$ cat config.mk
export PLATFORM = sky130hd
export DESIGN_NAME = chord_step_sequencer_top
export DESIGN_NICKNAME = d
export VERILOG_FILES = /design/src/rtl/css_pkg.sv /design/src/rtl/chord_step_sequencer_top.sv /design/src/rtl/css_ctrl.sv /design/src/rtl/css_dp.sv
export SDC_FILE = /design/constraint.sdc
export NUM_CORES = 2
export LEC_CHECK = 0
export ABC_AREA = 1
export BUFFER_PORTS_ARGS = -buffer_cell sky130_fd_sc_hd__buf_2
export CORE_MARGIN = 8
export CORE_UTILIZATION = 50
export CTS_BUF_LIST = sky130_fd_sc_hd__clkbuf_16
export DETAILED_ROUTE_END_ITERATION = 10
export PLACE_DENSITY = 0.66
export SLEW_MARGIN = 15
export SYNTH_ARGS = -nofsm -noshare
export SYNTH_HDL_FRONTEND = slang
export SYNTH_SLANG_ARGS = --single-unit
export TNS_END_PERCENT = 30
$ cat constraint.sdc
create_clock -name clk -period 19.5 [get_ports clk]
set_clock_uncertainty 0.05 [all_clocks]
set_input_delay 0.975 -clock clk [delete_from_list [all_inputs] [get_ports clk]]
set_output_delay 0.975 -clock clk [all_outputs]
set_load 0.02 [all_outputs]
$ cat src/rtl/css_pkg.sv
// Package with shared types, constants and control structs for the chord step sequencer.
package css_pkg;

  localparam int MAX_SLOTS       = 16;
  localparam int MAX_CHORD_NOTES = 8;
  localparam int MAX_HELD        = 16;

  localparam logic [6:0]  SEQ_VELOCITY = 7'd100;
  localparam logic [20:0] DEFAULT_LOOP = 21'd4096;

  // Item kinds.
  localparam logic [2:0] KIND_POSITION  = 3'd0;
  localparam logic [2:0] KIND_LOAD_SLOT = 3'd1;
  localparam logic [2:0] KIND_LOAD_NOTE = 3'd2;
  localparam logic [2:0] KIND_TRIGGER   = 3'd3;
  localparam logic [2:0] KIND_RELEASE   = 3'd4;

  typedef struct packed {
    logic [2:0]         kind;
    logic               playing;
    logic signed [31:0] position;
    logic [3:0]         slot_index;
    logic [2:0]         note_position;
    logic [15:0]        duration;
    logic [3:0]         note_count;
    logic [6:0]         note;
    logic [6:0]         velocity;
    logic               first_of_chord;
    logic [4:0]         channel;
    logic [11:0]        sample_offset;
  } in_word_t;

  typedef struct packed {
    logic        note_on;
    logic [4:0]  out_channel;
    logic [6:0]  out_note;
    logic [6:0]  out_velocity;
    logic [11:0] out_offset;
    logic        last;
  } out_word_t;

  typedef enum logic [3:0] {
    S_IDLE, S_DECODE, S_SUM, S_DIV_INIT, S_DIV, S_DIV_FIX, S_SEARCH,
    S_COMPARE, S_RELEASE, S_TRIG_ON, S_NOTE_RD, S_NOTE_ON
  } state_t;

  typedef struct packed {
    logic capture;
    logic write_len;
    logic write_note;
    logic set_channel;
    logic clear_current;
    logic set_current;
    logic idx_clear;
    logic sum_step;
    logic div_init;
    logic div_step;
    logic div_fix;
    logic search_step;
    logic rel_emit;
    logic rel_last;
    logic rel_item_offset;
    logic clear_held;
    logic k_clear;
    logic note_read;
    logic note_emit;
    logic trig_emit;
  } cmd_t;

  typedef struct packed {
    logic [2:0] kind;
    logic       playing;
    logic       first_of_chord;
    logic       used_zero;
    logic       held_zero;
    logic       rel_end;
    logic       idx_eq_used;
    logic       search_end;
    logic       search_hit;
    logic       div_done;
    logic       changed;
    logic       cnt_zero;
    logic       k_last;
    logic       emit_ok;
  } status_t;

endpackage

$ cat src/rtl/chord_step_sequencer_top.sv
// Top level of the chord step sequencer: controller joined to datapath.
//
// Input words arrive on cmd_valid/cmd_ready/cmd_word; each one is taken only
// while the block is idle. Note messages leave on msg_valid/msg_ready/msg_word,
// one word per message, with last set on the final message of an input word.
// The user must write the slot_count register through cfg_we/cfg_wdata only
// while idle; the block itself does not enforce this. A load word writes its
// slot table entry, and a trigger or release word sends its messages one after
// another. A position word while playing sums the loop length over the used
// slots, reduces the position modulo it one bit per cycle, searches the slots
// and compares the found slot with the current one, then sends note-offs and
// note-ons; each note-on waits for the registered read of the chord notes.
// A finished message waits in the output register while the next one is
// prepared, so a stalled receiver only pauses emission; nothing is lost.
// Synchronous reset clears the slot count, the chord sizes, the held-note
// list and the current slot, and sets the active channel to one.
module chord_step_sequencer_top
  import css_pkg::*;
(
  input  logic       clk,
  input  logic       rst,
  input  logic       cfg_we,
  input  logic [4:0] cfg_wdata,
  input  logic       cmd_valid,
  output logic       cmd_ready,
  input  in_word_t   cmd_word,
  output logic       msg_valid,
  input  logic       msg_ready,
  output out_word_t  msg_word
);

  cmd_t    cmd;
  status_t st;

  // Sequencing control.
  css_ctrl u_ctrl (
    .clk       (clk),
    .rst       (rst),
    .cmd_valid (cmd_valid),
    .cmd_ready (cmd_ready),
    .st        (st),
    .cmd       (cmd)
  );

  // Storage and arithmetic.
  css_dp u_dp (
    .clk       (clk),
    .rst       (rst),
    .cfg_we    (cfg_we),
    .cfg_wdata (cfg_wdata),
    .cmd_word  (cmd_word),
    .cmd       (cmd),
    .st        (st),
    .msg_valid (msg_valid),
    .msg_ready (msg_ready),
    .msg_word  (msg_word)
  );

endmodule

$ cat src/rtl/css_ctrl.sv
// Controller state machine that sequences each word through the datapath.
module css_ctrl
  import css_pkg::*;
(
  input  logic    clk,
  input  logic    rst,
  input  logic    cmd_valid,
  output logic    cmd_ready,
  input  status_t st,
  output cmd_t    cmd
);

  state_t state, state_next;
  state_t after_rel, after_rel_next;
  logic   notes_after, notes_after_next;
  logic   item_offset, item_offset_next;

  // State and release bookkeeping registers.
  always_ff @(posedge clk) begin
    if (rst) begin
      state       <= S_IDLE;
      after_rel   <= S_IDLE;
      notes_after <= 1'b0;
      item_offset <= 1'b0;
    end else begin
      state       <= state_next;
      after_rel   <= after_rel_next;
      notes_after <= notes_after_next;
      item_offset <= item_offset_next;
    end
  end

  // Next state and commands.
  always_comb begin
    state_next       = state;
    after_rel_next   = after_rel;
    notes_after_next = notes_after;
    item_offset_next = item_offset;
    cmd              = '0;
    cmd.rel_last        = notes_after ? 1'b0 : st.rel_end;
    cmd.rel_item_offset = item_offset;
    cmd_ready        = 1'b0;
    case (state)
      S_IDLE: begin
        cmd_ready = 1'b1;
        if (cmd_valid) begin
          cmd.capture = 1'b1;
          state_next  = S_DECODE;
        end
      end
      S_DECODE: begin
        state_next = S_IDLE;
        case (st.kind)
          KIND_POSITION: begin
            cmd.idx_clear = 1'b1;
            if (!st.playing || st.used_zero) begin
              cmd.clear_current = 1'b1;
              after_rel_next    = S_IDLE;
              notes_after_next  = 1'b0;
              item_offset_next  = 1'b0;
              if (!st.held_zero) state_next = S_RELEASE;
            end else begin
              state_next = S_SUM;
            end
          end
          KIND_LOAD_SLOT: cmd.write_len = 1'b1;
          KIND_LOAD_NOTE: cmd.write_note = 1'b1;
          KIND_TRIGGER: begin
            cmd.idx_clear    = 1'b1;
            after_rel_next   = S_TRIG_ON;
            notes_after_next = 1'b1;
            item_offset_next = 1'b1;
            if (st.first_of_chord && !st.held_zero) state_next = S_RELEASE;
            else state_next = S_TRIG_ON;
          end
          KIND_RELEASE: begin
            cmd.idx_clear    = 1'b1;
            cmd.set_channel  = 1'b1;
            after_rel_next   = S_IDLE;
            notes_after_next = 1'b0;
            item_offset_next = 1'b1;
            if (!st.held_zero) state_next = S_RELEASE;
          end
          default: state_next = S_IDLE;
        endcase
      end
      S_SUM: begin
        if (st.idx_eq_used) state_next = S_DIV_INIT;
        else cmd.sum_step = 1'b1;
      end
      S_DIV_INIT: begin
        cmd.div_init = 1'b1;
        state_next   = S_DIV;
      end
      S_DIV: begin
        cmd.div_step = 1'b1;
        if (st.div_done) state_next = S_DIV_FIX;
      end
      S_DIV_FIX: begin
        cmd.div_fix = 1'b1;
        state_next  = S_SEARCH;
      end
      S_SEARCH: begin
        cmd.search_step = 1'b1;
        if (st.search_hit || st.search_end) state_next = S_COMPARE;
      end
      S_COMPARE: begin
        state_next = S_IDLE;
        if (st.changed) begin
          cmd.set_current  = 1'b1;
          cmd.k_clear      = 1'b1;
          cmd.idx_clear    = 1'b1;
          after_rel_next   = st.cnt_zero ? S_IDLE : S_NOTE_RD;
          notes_after_next = !st.cnt_zero;
          item_offset_next = 1'b0;
          if (!st.held_zero) state_next = S_RELEASE;
          else if (!st.cnt_zero) state_next = S_NOTE_RD;
        end
      end
      S_RELEASE: begin
        if (st.emit_ok) begin
          cmd.rel_emit = 1'b1;
          if (st.rel_end) begin
            cmd.clear_held = 1'b1;
            state_next     = after_rel;
          end
        end
      end
      S_TRIG_ON: begin
        if (st.emit_ok) begin
          cmd.trig_emit = 1'b1;
          state_next    = S_IDLE;
        end
      end
      S_NOTE_RD: begin
        cmd.note_read = 1'b1;
        state_next    = S_NOTE_ON;
      end
      S_NOTE_ON: begin
        if (st.emit_ok) begin
          cmd.note_emit = 1'b1;
          state_next    = st.k_last ? S_IDLE : S_NOTE_RD;
        end
      end
      default: state_next = S_IDLE;
    endcase
  end

endmodule

$ cat src/rtl/css_dp.sv
// Datapath: slot tables, held-note list, loop divider, slot search and message register.
module css_dp
  import css_pkg::*;
(
  input  logic      clk,
  input  logic      rst,
  input  logic      cfg_we,
  input  logic [4:0] cfg_wdata,
  input  in_word_t  cmd_word,
  input  cmd_t      cmd,
  output status_t   st,
  output logic      msg_valid,
  input  logic      msg_ready,
  output out_word_t msg_word
);

  localparam logic [4:0] SLOTS5 = 5'(MAX_SLOTS);
  localparam logic [4:0] HELD5  = 5'(MAX_HELD);
  localparam logic [3:0] CHORD4 = 4'(MAX_CHORD_NOTES);

  in_word_t    item;
  logic [4:0]  slot_count;
  logic [15:0] lens [MAX_SLOTS];
  logic [3:0]  counts [MAX_SLOTS];
  logic [6:0]  notes [MAX_SLOTS*MAX_CHORD_NOTES];
  logic [6:0]  note_rd;
  logic [6:0]  held [MAX_HELD];
  logic [4:0]  held_count;
  logic [4:0]  active_channel;
  logic        current_valid;
  logic [3:0]  current_slot;
  logic [4:0]  idx;
  logic [20:0] total;
  logic [20:0] rem;
  logic [20:0] acc;
  logic [31:0] mag;
  logic [3:0]  found;
  logic [3:0]  k;

  logic [4:0]  used;
  logic [20:0] next_acc;
  logic [21:0] rem_sh;
  logic [20:0] rem_step;
  logic        search_hit;
  logic [3:0]  cnt;
  logic        emit_ok;
  logic        record;
  logic [6:0]  record_note;

  assign used     = (slot_count > SLOTS5) ? SLOTS5 : slot_count;
  assign next_acc = acc + 21'(lens[idx[3:0]]);
  assign search_hit = (rem >= acc) && (rem < next_acc);
  assign rem_sh   = {rem, mag[31]};
  assign rem_step = (rem_sh >= {1'b0, total}) ? 21'(rem_sh - {1'b0, total}) : rem_sh[20:0];
  assign cnt      = counts[found];
  assign emit_ok  = !msg_valid || msg_ready;
  assign record      = cmd.note_emit || cmd.trig_emit;
  assign record_note = cmd.trig_emit ? item.note : note_rd;

  // Status to the controller.
  always_comb begin
    st.kind           = item.kind;
    st.playing        = item.playing;
    st.first_of_chord = item.first_of_chord;
    st.used_zero      = (used == 5'd0);
    st.held_zero      = (held_count == 5'd0);
    st.rel_end        = (idx == held_count - 5'd1);
    st.idx_eq_used    = (idx == used);
    st.search_end     = (idx == used - 5'd1);
    st.search_hit     = search_hit;
    st.div_done       = (idx == 5'd31);
    st.changed        = !current_valid || (found != current_slot);
    st.cnt_zero       = (cnt == 4'd0);
    st.k_last         = (k == cnt - 4'd1);
    st.emit_ok        = emit_ok;
  end

  // Control state with reset.
  always_ff @(posedge clk) begin
    if (rst) begin
      slot_count     <= 5'd0;
      held_count     <= 5'd0;
      active_channel <= 5'd1;
      current_valid  <= 1'b0;
      msg_valid      <= 1'b0;
      for (int i = 0; i < MAX_SLOTS; i++) counts[i] <= 4'd0;
    end else begin
      if (cfg_we) slot_count <= cfg_wdata;
      if (cmd.write_len && ({1'b0, item.slot_index} < SLOTS5))
        counts[item.slot_index] <= (item.note_count > CHORD4) ? CHORD4 : item.note_count;
      if (cmd.set_channel || cmd.trig_emit) active_channel <= item.channel;
      if (cmd.clear_current) current_valid <= 1'b0;
      else if (cmd.set_current) current_valid <= 1'b1;
      if (cmd.clear_held) held_count <= 5'd0;
      else if (record && (held_count < HELD5)) held_count <= held_count + 5'd1;
      if (cmd.rel_emit || record) msg_valid <= 1'b1;
      else if (msg_ready) msg_valid <= 1'b0;
    end
  end

  // Payload registers and tables.
  always_ff @(posedge clk) begin
    if (cmd.capture) item <= cmd_word;
    if (cmd.write_len && ({1'b0, item.slot_index} < SLOTS5)) lens[item.slot_index] <= item.duration;
    if (cmd.set_current) current_slot <= found;
    if (record && (held_count < HELD5)) held[held_count[3:0]] <= record_note;

    // Loop length, divider and slot search share the index counter.
    if (cmd.idx_clear) begin
      idx   <= 5'd0;
      total <= 21'd0;
    end else if (cmd.sum_step) begin
      total <= total + 21'(lens[idx[3:0]]);
      idx   <= idx + 5'd1;
    end else if (cmd.div_init) begin
      if (total == 21'd0) total <= DEFAULT_LOOP;
      rem <= 21'd0;
      mag <= item.position[31] ? 32'(-item.position) : item.position;
      idx <= 5'd0;
    end else if (cmd.div_step) begin
      rem <= rem_step;
      mag <= {mag[30:0], 1'b0};
      idx <= idx + 5'd1;
    end else if (cmd.div_fix) begin
      if (item.position[31] && (rem != 21'd0)) rem <= total - rem;
      acc   <= 21'd0;
      found <= 4'd0;
      idx   <= 5'd0;
    end else if (cmd.search_step) begin
      if (search_hit) found <= idx[3:0];
      acc <= next_acc;
      idx <= idx + 5'd1;
    end else if (cmd.rel_emit) begin
      idx <= idx + 5'd1;
    end

    if (cmd.k_clear) k <= 4'd0;
    else if (cmd.note_emit) k <= k + 4'd1;
  end

  // Chord note memory with registered read.
  always_ff @(posedge clk) begin
    if (cmd.write_note && ({1'b0, item.slot_index} < SLOTS5)
        && ({1'b0, item.note_position} < CHORD4))
      notes[{item.slot_index, item.note_position}] <= item.note;
    if (cmd.note_read) note_rd <= notes[{found, k[2:0]}];
  end

  // Outgoing message register.
  always_ff @(posedge clk) begin
    if (cmd.rel_emit) begin
      msg_word.note_on      <= 1'b0;
      msg_word.out_channel  <= active_channel;
      msg_word.out_note     <= held[idx[3:0]];
      msg_word.out_velocity <= 7'd0;
      msg_word.out_offset   <= cmd.rel_item_offset ? item.sample_offset : 12'd0;
      msg_word.last         <= cmd.rel_last;
    end else if (cmd.trig_emit) begin
      msg_word.note_on      <= 1'b1;
      msg_word.out_channel  <= item.channel;
      msg_word.out_note     <= item.note;
      msg_word.out_velocity <= item.velocity;
      msg_word.out_offset   <= item.sample_offset;
      msg_word.last         <= 1'b1;
    end else if (cmd.note_emit) begin
      msg_word.note_on      <= 1'b1;
      msg_word.out_channel  <= active_channel;
      msg_word.out_note     <= note_rd;
      msg_word.out_velocity <= SEQ_VELOCITY;
      msg_word.out_offset   <= 12'd0;
      msg_word.last         <= st.k_last;
    end
  end

endmodule
After elaboration in Yosys (flattened, before gate mapping)
Memory sizes are Yosys's and may differ from the RTL's. A register that Yosys moved wholly into a read port is not among the register bits.
Index checks and enable logic that the tools add are counted.

word-level totals
  memories kept = 4
  bits in writable memories = 1328
  bits in registers = 267
  output and inout bits = 35
  input port bits = 105

memories
  name         depth  width  read ports  clocked after Yosys merged registers in  write ports  line          RTL
  u_dp.notes   128    7      1           1                                        1            css_dp.sv:25  logic [6:0] notes [MAX_SLOTS*MAX_CHORD_NOTES];
  u_dp.lens    16     16     1           1                                        1            css_dp.sv:23  logic [15:0] lens [MAX_SLOTS];
  u_dp.held    16     7      1           1                                        1            css_dp.sv:27  logic [6:0] held [MAX_HELD];
  u_dp.counts  16     4      1           1                                        16           css_dp.sv:24  logic [3:0] counts [MAX_SLOTS];

operators by class
  magnitude comparators = 6
  equality and inequality tests = 33
  reductions and logical operators = 48
  mux-type cells = 105
  bitwise operators = 4
  $add $sub $neg = 11

operators with widths
  operator               count
  $mux W21               8
  $mux W32               4
  $mux W4                28
  $mux W33               2
  $pmux W4 S12           1
  $mux W1                44
  $add A21 B16 Y21       2
  $sub A21 B21 Y21       2
  $mux W5                7
  $neg A32 Y32           1
  $pmux W4 S3            2
  $ge A22 B21 Y1         1
  $ge A21 B21 Y1         1
  $logic_not A21 Y1      1
  $lt A21 B21 Y1         1
  $reduce_bool A21 Y1    1
  $eq A4 B3 Y1 const B   4
  $eq A4 B4 Y1 const B   4
  $reduce_bool A2 Y1     8
  $eq A5 B5 Y1           3
  $mux W12               1
  $reduce_and A4 Y1      3
  $add A5 B1 Y5 const B  2
  $logic_not A5 Y1       2
  40 further kinds       74

Logic depth before layout (Yosys ltp)
  depth after elaboration = 12
  depth in mapped cells = 31
  depth with buffers taken out = 28

Hierarchy
A second synthesis with hierarchy kept.

second synthesis, totals
  cell total of the unflattened synthesis = 6585
  area, all modules = 71158.2 um^2

modules (own cells, without submodules)
  module    area each (um^2)  instances  cells an instance
  css_dp    70342.5           1          6432
  css_ctrl  815.8             1          153

Least setup slack after synthesis
OpenSTA, ideal clock, no wires.

  kind = input port to flip-flop
  start point = in cmd_valid
  end point = reg u_dp.item[0] in the netlist's numbering (enable)
  path buffers = 0
  arrival = 7439 ps
  path slack = 11345 ps
  stages = 2
  cells stage by stage = inv_1 -> nor3_1

RTL lines
  element                 line                            RTL
  start: declaration      chord_step_sequencer_top.sv:24  input logic cmd_valid,
  end signal: assignment  css_dp.sv:103                   if (cmd.capture) item <= cmd_word;
  end: declaration        css_dp.sv:21                    in_word_t item;

==> metrics.csv <==
metric,value,unit
power,7.566,mW
insertion_delay,0.81,ns
gp_congestion,0.8918,
seqCellArea,47600,sq um
htreeDepth,4,
dp_hpwl,112600,um
cts-root-buf,clkbuf_16,
status,completed,
wl_per_cell,23.67,um
setup_violations,0,
grt_overflow,0,
finalHoldViolCount,0,
tightest_slew,1.078,ns
r2r_slack,12.92,ns
placed_area,71600,sq um
yosysWarningCount,0,
grt.total_usage,0.2369,
ys_ff_latch,1608,
postRouteAntennaNets,0,
irDropWorstVdd,119.5,uV
cp_slowest_stage_delay,0.84,ns
timing.hold.ws,0.3020,ns
crit_family,simple AND/OR/NAND/NOR gates,
drt_iter0_drc,4770,
stdcell_count,7849,
wl,185800,um
synth_cell_types,60,
fmax,152.0,MHz
crit_slowest_cell,dfxtp_4,
cp.arrival,7.25,ns
maxCapViolations,0,
fp-row-count,136,
synth_common_cells,"1537 x edfxtp_1, 1124 x nor2_1, 730 x o21ai_0, 456 x nand2_1, 238 x inv_1",
synth_top_flop_cell,edfxtp_1,
core-area,137700,sq um
crit_path_start_kind,register,
timing.final.crit_share,0.3374,
design.die.area,151100,sq um
fill_cells,11292,
power_density,98.22,nW/um^2
worst_r2r_path_depth,28,
io_pins,140,
syn-cell-area,69440,sq um
crit_top_cell,nand2_1,
rsz0062_at_grt,false,
cp_num_buf_inv,2,
postCtsHoldBufs,0,
crit_type,reg2reg,
viasPerCell,6.007,
slew_headroom,0.2816,
cts_tree,yes,
cts_setup_buffers,0,
cts_buffers,165,
synth_cells,5862,
die_w,388.7,um
avgSynthCellArea,11.85,sq um
yosysTopAreaCellShare,0.6646,
pre_cts_slack,12.91,ns
cts-resized-gates,0,
synth_seq_area_share,0.6851,
grt_pass1_wl,277600,um
num_vias,47148,
firstDrtPassIters,6,
clk_pin_slew,0.06,ns
drv_slew,0,
area_growth,10.93,%
die_y,388.7,um
numPortBuffers,139,
synth_top_cells_by_area,"edfxtp_1 66%, nor2_1 6.1%, o21ai_0 5.3%, nand2_1 2.5%, ha_1 2.3%",
hp-class,in2reg,
p_leak,26.50,nW
required,20.17,ns
max-clock-path-buffers,3,
synth_async_sr_flop_share,0,
drcViolationCount,0,
synth-edff-count,1537,
final_cell_area,77030,sq um
cts_sinks,1608,
finish.utilization,0.5596,
cp.depth,28,
whs_path_depth,1,
antenna_found_initial,9,
dp.cells,7543,
nNetsFinal,6151,
multi_input_area,19480,sq um
critPathCapture,u_ctrl.state[3],
reg2reg_to,u_ctrl.state[3],
grt_pass1_vias,45123,
fin_setup_tns,0,ns
yosysTopAreaCell,edfxtp_1,
initial_core_util,0.5044,
setup_slack,12.92,ns
synth.most_common_cell,edfxtp_1,
cp-end-kind,register,
drive_gt1_frac,0.08807,
grt_max_degree,142,
path_max_fanout,61,
fin_crit,6.579,ns
synth_nets,6097,
routing by layer:
layer,share of wire,vias up,track usage
met4,0.037,2,0.09248
met1,0.41,23255,0.3168
met5,0.000038,-,0
li1,-,21530,-
met2,0.48,1984,0.3894
met3,0.075,377,0.03867
report_power, final:
| part | leakage, nW | switching, mW | total [mW] | internal (mW) |
|---|---|---|---|---|
| Sequential | 14.5 | 0.0498 | 3.88 | 3.83 |
| Combinational | 9.20 | 0.355 | 0.527 | 0.172 |
| Clock | 2.76 | 1.35 | 3.16 | 1.82 |
state kept, by name (all words and copies together), names as in the netlist, 7 cells and up, named ones only:
register	flops
u_dp.lens	256
u_dp.mag	32
u_dp.note_rd	7
u_dp.rem	21
u_dp.counts	64
u_dp.total	21
u_dp.held	112
u_dp.msg_word	33
u_dp.acc	21
u_dp.item	90
u_dp.notes	896
worst min-delay path by stage:
stage | end | start | slack, ns
2_1_floorplan | u_dp.current_slot[2] | u_dp.found[2] | 0.37
3_3_place_gp | u_ctrl.after_rel[1] | u_ctrl.after_rel[1] | 0.40
3_5_place_dp | u_ctrl.after_rel[1] | u_ctrl.after_rel[1] | 0.41
4_1_cts | u_dp.item[58] | cmd_word[58] | 0.24
5_1_grt | u_dp.item[29] | cmd_word[29] | 0.27
6_report | u_dp.item[58] | cmd_word[58] | 0.30
cell families (layout without fill, tap and decap cells):
family | Yosys count | in the layout | share of synthesized area
AND/OR/NAND/NOR | 1901 | 1901 | 0.1126
XOR/XNOR | 90 | 90 | 0.01135
buffers and inverters | 598 | 788 | 0.03510
other | 0 | 3 | 0
AO/OA/AOI/OAI | 1453 | 1453 | 0.1202
multiplexers | 82 | 82 | 0.01182
flip-flops | 1608 | 1608 | 0.6851
adder cells (fa/ha/maj) | 130 | 130 | 0.02386
cell usage in the layout, fill, tap and decap left out, types with 10 or more instances in the layout:
master / Yosys / routed
a21o_1: 10 / 10
a21oi_1: 166 / 165
a31oi_1: 15 / 15
buf_2: 78 / 139
buf_4: 18 / 66
bufinv_16: 0 / 19
clkbuf_16: 0 / 167
clkinv_1: 18 / 58
clkinv_2: 0 / 24
dfxtp_1: 71 / 65
edfxtp_1: 1537 / 1537
ha_1: 126 / 126
inv_1: 238 / 270
inv_2: 21 / 19
mux2i_1: 82 / 82
nand2_1: 456 / 456
nand3_1: 169 / 169
nand4_1: 39 / 39
nor2_1: 1124 / 1111
nor2_2: 12 / 24
nor3_1: 24 / 22
nor4_1: 15 / 15
o211ai_1: 51 / 51
o21ai_0: 730 / 730
o21ai_1: 74 / 74
o221ai_1: 120 / 120
o22ai_1: 235 / 235
o32ai_1: 13 / 13
or2_2: 10 / 10
xnor2_1: 38 / 38
xor2_1: 52 / 52
final cells by class:
class,count,share of cell area
timing repair buffer,206,0.01572
sequential,1608,0.6179
tap,1794,0.02914
antenna,3,0.00009746
multi-input combinational,3656,0.2529
inverter,279,0.01389
clock inverter,136,0.01615
clock buffer,167,0.05425
(Power assumes the default switching activity.)
